### src/rtl/core/tlik_sqrt_cell.sv
// One digit of the bit-pair integer square root; test bit is 2^SHIFT.
module tlik_sqrt_cell #(
  parameter int W     = 30,
  parameter int TAG_W = 1,
  parameter int SHIFT = 0
) (
  input  logic             clk,
  input  logic             rst_n,
  input  logic             v_i,
  input  logic [W-1:0]     rad_i,
  input  logic [W-1:0]     root_i,
  input  logic [TAG_W-1:0] tag_i,
  output logic             v_o,
  output logic [W-1:0]     rad_o,
  output logic [W-1:0]     root_o,
  output logic [TAG_W-1:0] tag_o
);

  localparam logic [W-1:0] BIT = W'(1) << SHIFT;

  logic             v_r;
  logic [W-1:0]     rad_r, rad_nxt, root_r, root_nxt, sum;
  logic [TAG_W-1:0] tag_r;
  logic             ge;

  assign sum = root_i + BIT;
  assign ge  = rad_i >= sum;

  always_comb begin
    rad_nxt  = ge ? rad_i - sum : rad_i;
    root_nxt = ge ? (root_i >> 1) + BIT : root_i >> 1;
  end

  always_ff @(posedge clk) begin
    if (!rst_n) begin
      v_r <= 1'b0;
    end else begin
      v_r <= v_i;
    end
  end

  always_ff @(posedge clk) begin
    rad_r  <= rad_nxt;
    root_r <= root_nxt;
    tag_r  <= tag_i;
  end

  assign v_o    = v_r;
  assign rad_o  = rad_r;
  assign root_o = root_r;
  assign tag_o  = tag_r;

endmodule

### config.mk
export PLATFORM = sky130hd
export DESIGN_NAME = tlik_sqrt_cell
export DESIGN_NICKNAME = d
export VERILOG_FILES = /design/src/rtl/core/tlik_sqrt_cell.sv
export SDC_FILE = /design/constraint.sdc
export NUM_CORES = 1
export LEC_CHECK = 0
export BUFFER_PORTS_ARGS = -buffer_cell sky130_fd_sc_hd__buf_2
export CORE_MARGIN = 1
export CORE_UTILIZATION = 55
export DETAILED_ROUTE_END_ITERATION = 16
export PLACE_DENSITY = 0.84
export SLEW_MARGIN = 5
export SYNTH_ARGS = -nofsm -noshare
export SYNTH_HDL_FRONTEND = slang
export SYNTH_SLANG_ARGS = --single-unit
### constraint.sdc
create_clock -name clk -period 11.37 [get_ports clk]
set_input_delay 0.5685 -clock clk [delete_from_list [all_inputs] [get_ports clk]]
set_output_delay 0.5685 -clock clk [all_outputs]
set_load 0.05 [all_outputs]
; ---- Word level (Yosys, flattened, before mapping)
; Index checks and enable logic that the tools add are counted.
; Widths: inputs -> output; s select.
[op_classes]
mux = 2
order_cmp = 1
addsub = 3
[op_table]
columns = operator, count
row1 = $add 29x1->30 const B, 1
row2 = $add 30x1->30 const B, 1
row3 = $ge 30x30->1, 1
row4 = $mux 30, 1
row5 = $sub 30x30->30, 1
row6 = $mux 29, 1
[totals]
ff_bits = 62
out_inout_bits = 62
elab_cells = 11
input_bits = 64

; ---- Depth between registers and ports, before layout
[logic_depth]
ltp_word = 3
mapped_depth = 25
depth_no_buf = 19

; ---- Least setup slack after synthesis
; Ideal clock, no wire load.
[synth_path]
path_kind = input -> register
from = in root_i[1]
to = reg rad_r[21] (netlist: rad_o[21])
path_slack_ns = 6.709
cell_stages = 24
t_arrival_ns = 4.531
n_path_buf = 6
setup_ns = 0.130
t_required_ns = 11.240
path_cell_list = ha_1 and3_1 and3_1 and3_1 and3_1 and3_1 clkbuf_1 and2_1 clkbuf_1 nand2_1 xor2_1 ha_1 buf_2 and4_1 nand3_1 or3_1 a211o_1 a21oi_4 nor2_1 buf_6 buf_6 buf_2 nand2_1 o21ai_0
[synth_between]
elab_chain_len = 3
word_cells_on_any_way = 4
cone_classes = 2 x add/sub / 1 x order compare / 1 x mux
[synth_lines]
columns = item, line
row1 = "start, declared", 11  ; input logic [W-1:0] root_i,
row2 = $add 30x1->30 (*), 26  ; assign sum = root_i + BIT;
row3 = $sub 30x30->30 / $ge 30x30->1 (equally long branches), "30, 27"
row4 = $mux 30 (*), 30  ; rad_nxt = ge ? rad_i - sum : rad_i;
row5 = named net rad_nxt[21], 22  ; logic [W-1:0] rad_r, rad_nxt, root_r, root_nxt, sum;
row6 = "end signal, assigned", 43  ; rad_r <= rad_nxt;
row7 = "end, declared", 22
; Mark *: on every way through the listed nets, which the timed path passes. The rest lies on a longest branch.
; A chain may end at the register's enable or synchronous reset.

; ---- Worst setup path in the final report
[layout_path]
from = in root_i[2]
to = reg rad_r[10] (netlist: rad_o[10])
; The elaborated chain is that of the path after synthesis.

==> results.ini <==
[setup_path]
cpMostUsedCell = and3_1
max_stage_delay_ns = 0.86
crit_type = primary input to flop
critPathMaxFanout = 58
crit_slowest_cell = o21ai_1
path_cells = buf_2 > ha_1 > and3_1 > and3_1 > and3_1 > and3_1 > and3_1 > and4_1 > and3_1 > nand2_1 > xor2_1 > ha_1 > nand4_1 > or4_1 > o21ai_1 > nor2_4 > buf_4 > mux2_2
cp.required_ns = 11.62
cp-startpoint = root_i[2]
worst_setup_path_start_kind = primary input
crit_path_end_kind = flop
worstPathArrival_ns = 5.70

[grt]
grt_overflow_total = 0
first_global_vias = 3839
grt_max_degree = 59
antenna_found_initial = 0
grt_pass1_wl_um = 17500
gr-usage-all-layers_pct = 28.9

[cells_and_area]
regArea_sq_um = 1240
drive_above_1_share_pct = 26.0
stdcell_count = 726
fin_nets = 719
diodes = 0
fin_area_sq_um = 5090
fillers = 640
syn_to_final_growth_pct = 21.0
multiInputGateArea_sq_um = 2830
final_util_pct = 69.5

[power_and_ir_drop]
ir_drop_uv = 97.5
pwr_density_cell_nw_per_um2 = 147
p_total_w = 0.000747
p_leak_nw = 2.34

[sta]
worst_pin_slew_ns = 1.10
grt_setup_unrepaired = no
finalCriticalPeriod_ns = 5.45
slew_viol_final = 0
setup_violations = 0
finalHoldViolCount = 0
fmax_mhz = 183
period_share_pct = 47.9
max_slew_margin_pct = 26.2
setup_tns_ns = 0

[placed_design]
dp.cells = 710
placed_cell_area_sq_um = 4880
routabilityCongestion = 0.967
dpl.hpwl_um = 8720
portBuffers = 125

[route]
viasPerCell = 5.65
routed_wl_um = 11300
wire_per_inst_um = 15.5
drc = 0
ant_nets = 0
vias = 4100
drtIter0Drc = 195
dr.pass1.iters = 5

[floorplanning]
pin_count = 126
rows = 31
die_w_um = 89.5
core_area_sq_um = 7330
start_util_pct = 57.4
dieArea_sq_um = 8010
die_h_um = 89.5

[min_path]
hold_path_class = primary input to flop
worstHoldStart = tag_i
min_to = tag_o$_DFF_P_
min_path_cells = 1

[cts]
cts_resized = 0
hold_buffers = 0
cts_setup_buffers = 0
cts_tree = yes
numCtsBuffers = 9
cts.sinks = 62
cts_max_path_buffers = 2
clk_pin_slew_ns = 0.07
htree_num_levels = 3
cts_root_buffer = clkbuf_8

[logic_synthesis]
synth_cell_types = 49
async_flop_share_pct = 0
yosys_warnings = 0
ys_ff_latch = 62
seq_area_frac_synth_pct = 29.5
syn_nets = 601
synth_edf_count = 0
synth.avg_cell_area_sq_um = 8.35
synth_area_sq_um = 4210
synthFlopType = dfxtp_1
synthCells = 504

[job]
maxCapViolations = 0

[outcome]
status = completed

[report_power, final]
part	switching, W	internal (W)
sequential	0.00000598	0.000244
combinational	0.000199	0.0000827
clock	0.0000920	0.000123
total	0.000297	0.000450
[worst max path at each step]
stage	end	slack, ns
after floorplan	rad_o[21]$_DFF_P_	6.71
after global placement	rad_o[10]$_DFF_P_	6.02
after detailed placement	rad_o[10]$_DFF_P_	5.73
after CTS	rad_o[4]$_DFF_P_	6.09
after global routing	rad_o[4]$_DFF_P_	5.64
final	rad_o[10]$_DFF_P_	5.92
[layout by cell type, fill, tap and decap left out, drive strengths merged, types with 4 or more instances in the layout]
| master | n |
|---|---|
| buf | 126 |
| nand2 | 68 |
| dfxtp | 62 |
| o21ai | 48 |
| xor2 | 45 |
| xnor2 | 35 |
| ha | 32 |
| a21oi | 23 |
| nor2 | 19 |
| and3 | 17 |
| a21o | 17 |
| inv | 15 |
| nand3 | 15 |
| nor3 | 14 |
| clkbuf | 10 |
| nand4 | 8 |
| a31oi | 6 |
| o21bai | 6 |
| o211ai | 5 |
| and4 | 4 |
| or2 | 4 |
| nor4 | 4 |
[stage by stage]
stage | hold slack (ns) | worst slack (ns)
3_3_place_gp | 0.672 | 6.02
6_report | 0.312 | 5.92
2_1_floorplan | 0.596 | 6.71
4_1_cts | 0.309 | 6.09
3_5_place_dp | 0.678 | 5.73
5_1_grt | 0.317 | 5.64
[layout make-up]
class	instances	area share, %
tap	99	2.43
sequential	62	24.4
timing repair buffer	126	12.4
clock inverter	6	1.69
inverter	15	1.11
clock buffer	10	2.50
multi-input combinational	408	55.5
[Yosys cell counts, types with 5 or more instances]
cell	n	area share [%]
nand2_1	68	6.1
dfxtp_1	62	29
xor2_1	45	9.4
o21ai_0	37	4.4
xnor2_1	35	7.3
ha_1	32	9.5
a21oi_1	22	2.6
nor2_1	19	1.7
a21o_1	17	3.0
and3_1	17	2.5
inv_1	15	1.3
nand3_1	15	1.8
clkbuf_1	11	0.98
o21ai_1	11	1.3
nor3_2	9	2.1
nand4_1	8	1.2
a31oi_1	6	0.89
buf_2	6	0.71
o21bai_1	6	1.1
nor3_1	5	0.59
o211ai_1	5	0.89
[sequential cells by signal (all words and copies together) (netlist names)]
signal,flops
rad_o,30
root_o,30
tag_o,1
v_o,1
[per-layer routing]
layer | track usage [%] | vias to the layer above | share of wire [%]
li1 | - | 2012 | -
met5 | 0 | - | 0
met1 | 34.9 | 1830 | 42
met2 | 48.2 | 215 | 47
met4 | 16.9 | 0 | 4.1
met3 | 5.26 | 43 | 7.3
[worst max-delay path: cells and delay by family]
kind,cells,cell delay (ns)
AOI/OAI and AO/OA,1,0.86
xor gates and xnor gates,1,0.16
adders and majority gates,2,0.53
buffers and inverters,2,0.52
muxes,1,0.32
and+or+nand+nor,11,2.74
[cell families after synthesis]
logic type,count (synthesis),share of synthesized area (%)
AO/OA/AOI/OAI,126,19.0
XOR/XNOR,80,16.6
adder cells (fa/ha/maj),33,9.99
buffers and inverters,34,3.57
flip-flops,62,29.5
multiplexers,3,0.802
AND/OR/NAND/NOR,166,20.5
Power figures use the tool's default switching activity.
