### config.mk
export PLATFORM = sky130hd
export DESIGN_NAME = tlik_div_cell
export DESIGN_NICKNAME = d
export VERILOG_FILES = /design/src/rtl/core/tlik_div_cell.sv
export SDC_FILE = /design/constraint.sdc
export NUM_CORES = 1
export LEC_CHECK = 0
export BUFFER_PORTS_ARGS = -buffer_cell sky130_fd_sc_hd__buf_2
export CAP_MARGIN = 15
export CORE_ASPECT_RATIO = 0.8
export CORE_MARGIN = 10
export CORE_UTILIZATION = 40
export DETAILED_ROUTE_END_ITERATION = 6
export PLACE_DENSITY = 0.71
export SKIP_CTS_REPAIR_TIMING = 1
export SYNTH_ARGS = -nofsm -noshare
export SYNTH_HDL_FRONTEND = slang
export SYNTH_SLANG_ARGS = --single-unit
### constraint.sdc
create_clock -name clk -period 3.5 [get_ports clk]
set_clock_uncertainty 0.2 [all_clocks]
set_input_delay 0.35 -clock clk [delete_from_list [all_inputs] [get_ports clk]]
set_output_delay 0.35 -clock clk [all_outputs]
set_load 0.02 [all_outputs]
### src/rtl/core/tlik_div_cell.sv
// One restoring-division cell: decides quotient bit SHIFT.
module tlik_div_cell #(
  parameter int REM_W = 30,
  parameter int DVS_W = 15,
  parameter int QW    = 15,
  parameter int TAG_W = 1,
  parameter int SHIFT = 0
) (
  input  logic             clk,
  input  logic             rst_n,
  input  logic             v_i,
  input  logic [REM_W-1:0] rem_i,
  input  logic [DVS_W-1:0] dvs_i,
  input  logic [QW-1:0]    quo_i,
  input  logic [TAG_W-1:0] tag_i,
  output logic             v_o,
  output logic [REM_W-1:0] rem_o,
  output logic [DVS_W-1:0] dvs_o,
  output logic [QW-1:0]    quo_o,
  output logic [TAG_W-1:0] tag_o
);

  logic             v_r;
  logic [REM_W-1:0] rem_r, rem_nxt, trial;
  logic [DVS_W-1:0] dvs_r;
  logic [QW-1:0]    quo_r, quo_nxt;
  logic [TAG_W-1:0] tag_r;
  logic             ge;

  // trial subtract of shifted divisor
  assign trial = REM_W'(dvs_i) << SHIFT;
  assign ge    = rem_i >= trial;

  always_comb begin
    rem_nxt        = ge ? rem_i - trial : rem_i;
    quo_nxt        = quo_i;
    quo_nxt[SHIFT] = ge;
  end

  always_ff @(posedge clk) begin
    if (!rst_n) begin
      v_r <= 1'b0;
    end else begin
      v_r <= v_i;
    end
  end

  always_ff @(posedge clk) begin
    rem_r <= rem_nxt;
    dvs_r <= dvs_i;
    quo_r <= quo_nxt;
    tag_r <= tag_i;
  end

  assign v_o   = v_r;
  assign rem_o = rem_r;
  assign dvs_o = dvs_r;
  assign quo_o = quo_r;
  assign tag_o = tag_r;

endmodule

## Yosys cells after proc, flatten, opt, wreduce, memory -nomap -nowiden

Cells that the tools add are included.

| word-level totals | value |
|---|---|
| register bits after elaboration | 62 |
| bits of input ports | 64 |

| cells by class | value |
|---|---|
| add/sub/neg operators | 1 |
| order comparisons | 1 |
| multiplexer cells | 1 |

Operators by type and width:

| cell | number |
|---|---|
| $ge A30 B15 Y1 | 1 |
| $mux W30 | 1 |
| $sub A30 B15 Y30 | 1 |

## Logic depth before layout (Yosys ltp)

| logic depth | value |
|---|---|
| depth after elaboration | 2 |
| gate-level depth with buffers | 12 |
| depth with buffers taken out | 11 |

## Least setup slack after synthesis

Ideal clock, no wire load.

| timing | value |
|---|---|
| path type | input -> register |
| from | input rem_i[0] |
| to | register rem_r[18] (netlist: rem_o[18]) |
| library setup time | 0.118 ns |
| data arrival time | 2.622 ns |
| slack | 0.560 ns |
| cell stages on the path | 12 |
| cells stage by stage | inv_1 > ha_1 > inv_1 > fa_1 > a21oi_1 > nor2b_1 > a31oi_1 > o31ai_1 > or4b_1 > buf_2 > or3_1 > xnor2_1 |

| between the ends | value |
|---|---|
| longest elaborated chain between the ends | 2 |
| elaborated cells on any way between the ends | 3 |

Ends and longest elaborated chain:

| element | line | RTL |
|---|---|---|
| start, declared | 12 | `input logic [REM_W-1:0] rem_i,` |
| $sub A30 B15 Y30 / $ge A30 B15 Y1 (equally long branches) | 35, 32 |  |
| $mux W30 (*) | 35 | `rem_nxt = ge ? rem_i - trial : rem_i;` |
| net rem_nxt[18] | 24 | `logic [REM_W-1:0] rem_r, rem_nxt, trial;` |
| end signal, assigned | 49 | `rem_r <= rem_nxt;` |
| end, declared | 24 |  |

The timed path passes the listed nets; every way through them passes the cells marked *.
A chain may end at the register's enable or synchronous reset.

## Final worst setup path

| timing | value |
|---|---|
| from | input dvs_i[12] |
| to | register rem_r[18] (netlist: rem_o[18]) |

| between the ends | value |
|---|---|
| longest elaborated chain between the ends | 2 |
| elaborated cells on any way between the ends | 3 |

Ends and longest elaborated chain:

| element | line | RTL |
|---|---|---|
| start, declared | 13 | `input logic [DVS_W-1:0] dvs_i,` |
| $sub A30 B15 Y30 / $ge A30 B15 Y1 (equally long branches) | 35, 32 |  |
| $mux W30 (*) | 35 |  |
| net rem_nxt[18] | 24 |  |

Marks and branches as above.

==> flow_metrics.tcl <==
set metrics [dict create \
    htree_levels 3 \
    synth_edf_count 0 \
    synth_async_sr_flop_share_pct 0 \
    status "finished, final reports clean" \
    routed_wirelength_um 7420 \
    rsz0062_at_grt "false" \
    setup_tns_ns 0 \
    start_util_pct 41.9 \
    critPathKind "input port to register" \
    ys.flop_type "dfxtp_1" \
    dieArea_mm2 0.00993 \
    clockBufferDepth 2 \
    grt_pass1_vias 2225 \
    viasPerCell 4.65 \
    drive_gt1_share_pct 35.8 \
    grt_max_degree 13 \
    crit_buf_inv 3 \
    final-hold-violation-count 0 \
    core-area_mm2 0.00604 \
    insertedDiodeCount 0 \
    dp_slack_ns 0.356 \
    post-route-min-period_ns 3.26 \
    groute.usage.overall_pct 13.9 \
    portBuffers 124 \
    worst_pin_slew_ns 0.712 \
    antenna_left 0 \
    dr.pass1.iters 4 \
    drv_slew 0 \
    drcViolationCount 0 \
    ys_types 49 \
    grt_pass1_wl_um 11000 \
    cts_sinks 62 \
    mostFrequentLayoutCells "buf_2 (124), dfxtp_1 (62), dlygate4sd3_1 (31)" \
    leakagePower_nw 1.80 \
    required_ns 3.53 \
    cp-start-kind "input port" \
    ys_seq_area_share_pct 49.0 \
    postLayoutCoreUtil_pct 62.8 \
    clockRootBuffer "clkbuf_8" \
    path_clk_slew_ns 0.07 \
    drtIter0Drc 130 \
    regArea_mm2 0.00124 \
    finalCritPeriodShare_pct 93.0 \
    place_inst 464 \
    synth_warnings 0 \
    gr-total-overflow 0 \
    layout.cells.non_filler 511 \
    area_growth_pct 49.9 \
    fin_ws_ns 0.244 \
    gp_congestion 0.844 \
    antenna_found_initial 0 \
    cap_violations 0 \
    ys_seq_elements 62 \
    multi_input_area_mm2 0.00118 \
    hold_class "input port to register" \
    die_w_um 109 \
    ios 126 \
    vias 2378 \
    cpPeakStageDelay_ns 0.54 \
    tritoncts "built" \
    fmax_mhz 307 \
    end_kind "register" \
    cts_buffers 9 \
    syn_inst 261 \
    worst_slew_margin_rel_pct 52.2 \
    dp_hpwl_um 5650 \
    critPathArrivalTime_ns 3.28 \
    postSynthAreaPerCell_um2 9.70 \
    fillers 508 \
    wl_per_cell_um 14.5 \
    syn_nets 341 \
    die_y_um 91.2 \
    p_total_w 0.00190 \
    syn_area_mm2 0.00253 \
    crit_path_top_delay_cell "dlygate4sd3_1" \
    critical_path.top_delay_family "simple AND/OR/NAND/NOR gates" \
    vdd_ir_drop_max_mv 0.257 \
    final_common_cell "buf_2" \
    fin_nets 505 \
    path_cells "dlygate4sd3_1 > buf_2 > inv_1 > ha_1 > nand2_1 > nor4_1 > nor4b_2 > or4b_4 > or4b_1 > or3_1 > xnor2_1" \
    power_density_mw_per_mm2 500 \
    cp_max_fo 7 \
    placementRows 25 \
    setup_viol_count_final 0 \
]
[cells in the mapped netlist (all sizes together) (2+ instances only)]
cell,instances,share of area [%]
o31ai,2,0.59
or4b,2,0.94
xnor2,8,2.8
nor2b,4,0.99
nand3,7,1.4
nand2,26,3.9
nor4,4,0.99
or3,2,0.54
or4,2,0.74
o21bai,2,0.59
o21ai,23,4.5
nand4,2,0.49
nor4b,3,1.3
xor2,17,5.9
a21boi,4,1.2
a21oi,12,2.4
dfxtp,62,49
clkbuf,3,0.44
inv,19,2.8
ha,15,7.4
a21o,2,0.59
nor2,10,1.5
buf,5,1.1
nor3,6,1.6
and2,3,0.74
[per-layer routing]
metal / routed length [um] / vias to the layer above / track usage [%]
li1: - / 1226 / -
met1: 3000 / 1064 / 16.0
met2: 3600 / 82 / 22.0
met3: 742 / 6 / 6.14
met4: 81 / 0 / 6.03
met5: 0 / - / 0
[logic make-up (layout without fill, tap and decap cells)]
| logic type | count (synthesis) | count (layout) | share of synthesized area (%) |
|---|---|---|---|
| AND/OR/NAND/NOR | 76 | 76 | 16.6 |
| XOR/XNOR | 25 | 25 | 8.65 |
| AO/OA/AOI/OAI | 54 | 54 | 12.8 |
| adder cells (fa/ha/maj) | 16 | 16 | 8.21 |
| flip-flops | 62 | 62 | 49.0 |
| buffers and inverters | 27 | 196 | 4.35 |
| multiplexers | 1 | 1 | 0.445 |
[worst paths after layout]
path	from	end	slack (ns)	cells past startpoint
worst min-delay path	v_i	v_o	0.01	2
worst max-delay path	dvs_i[12]	rem_o[18]	0.24	11
[power breakdown]
| group | switching [W] | internal [W] | total (W) |
|---|---|---|---|
| combinational | 0.000243 | 0.000171 | 0.000415 |
| clock | 0.000292 | 0.000403 | 0.000695 |
| sequential | 0.0000149 | 0.000774 | 0.000789 |
| total | 0.000551 | 0.00135 | 0.00190 |
[area by class of cell]
class                   count  share of cell area, %
clock buffers               9                   3.27
flip-flops and latches     62                   32.7
multi-input cells         172                   31.2
inverters                  19                   1.88
repair buffers            161                   25.7
clock inverters             7                   2.57
well taps                  81                   2.67
[sequential cells by signal, indices dropped and copies added, names as in the netlist]
name / flops
v_o: 1
tag_o: 1
dvs_o: 15
rem_o: 30
quo_o: 15
[stage by stage]
stage          cell area (um2)  hold slack (ns)
2_1_floorplan             2530            0.178
3_5_place_dp              3260            0.254
5_1_grt                   3790          0.00480
6_report                  3790          0.00957
4_1_cts                   3480           -0.111
3_3_place_gp              3260            0.252
No activity file was read; power rests on OpenSTA's default activity.
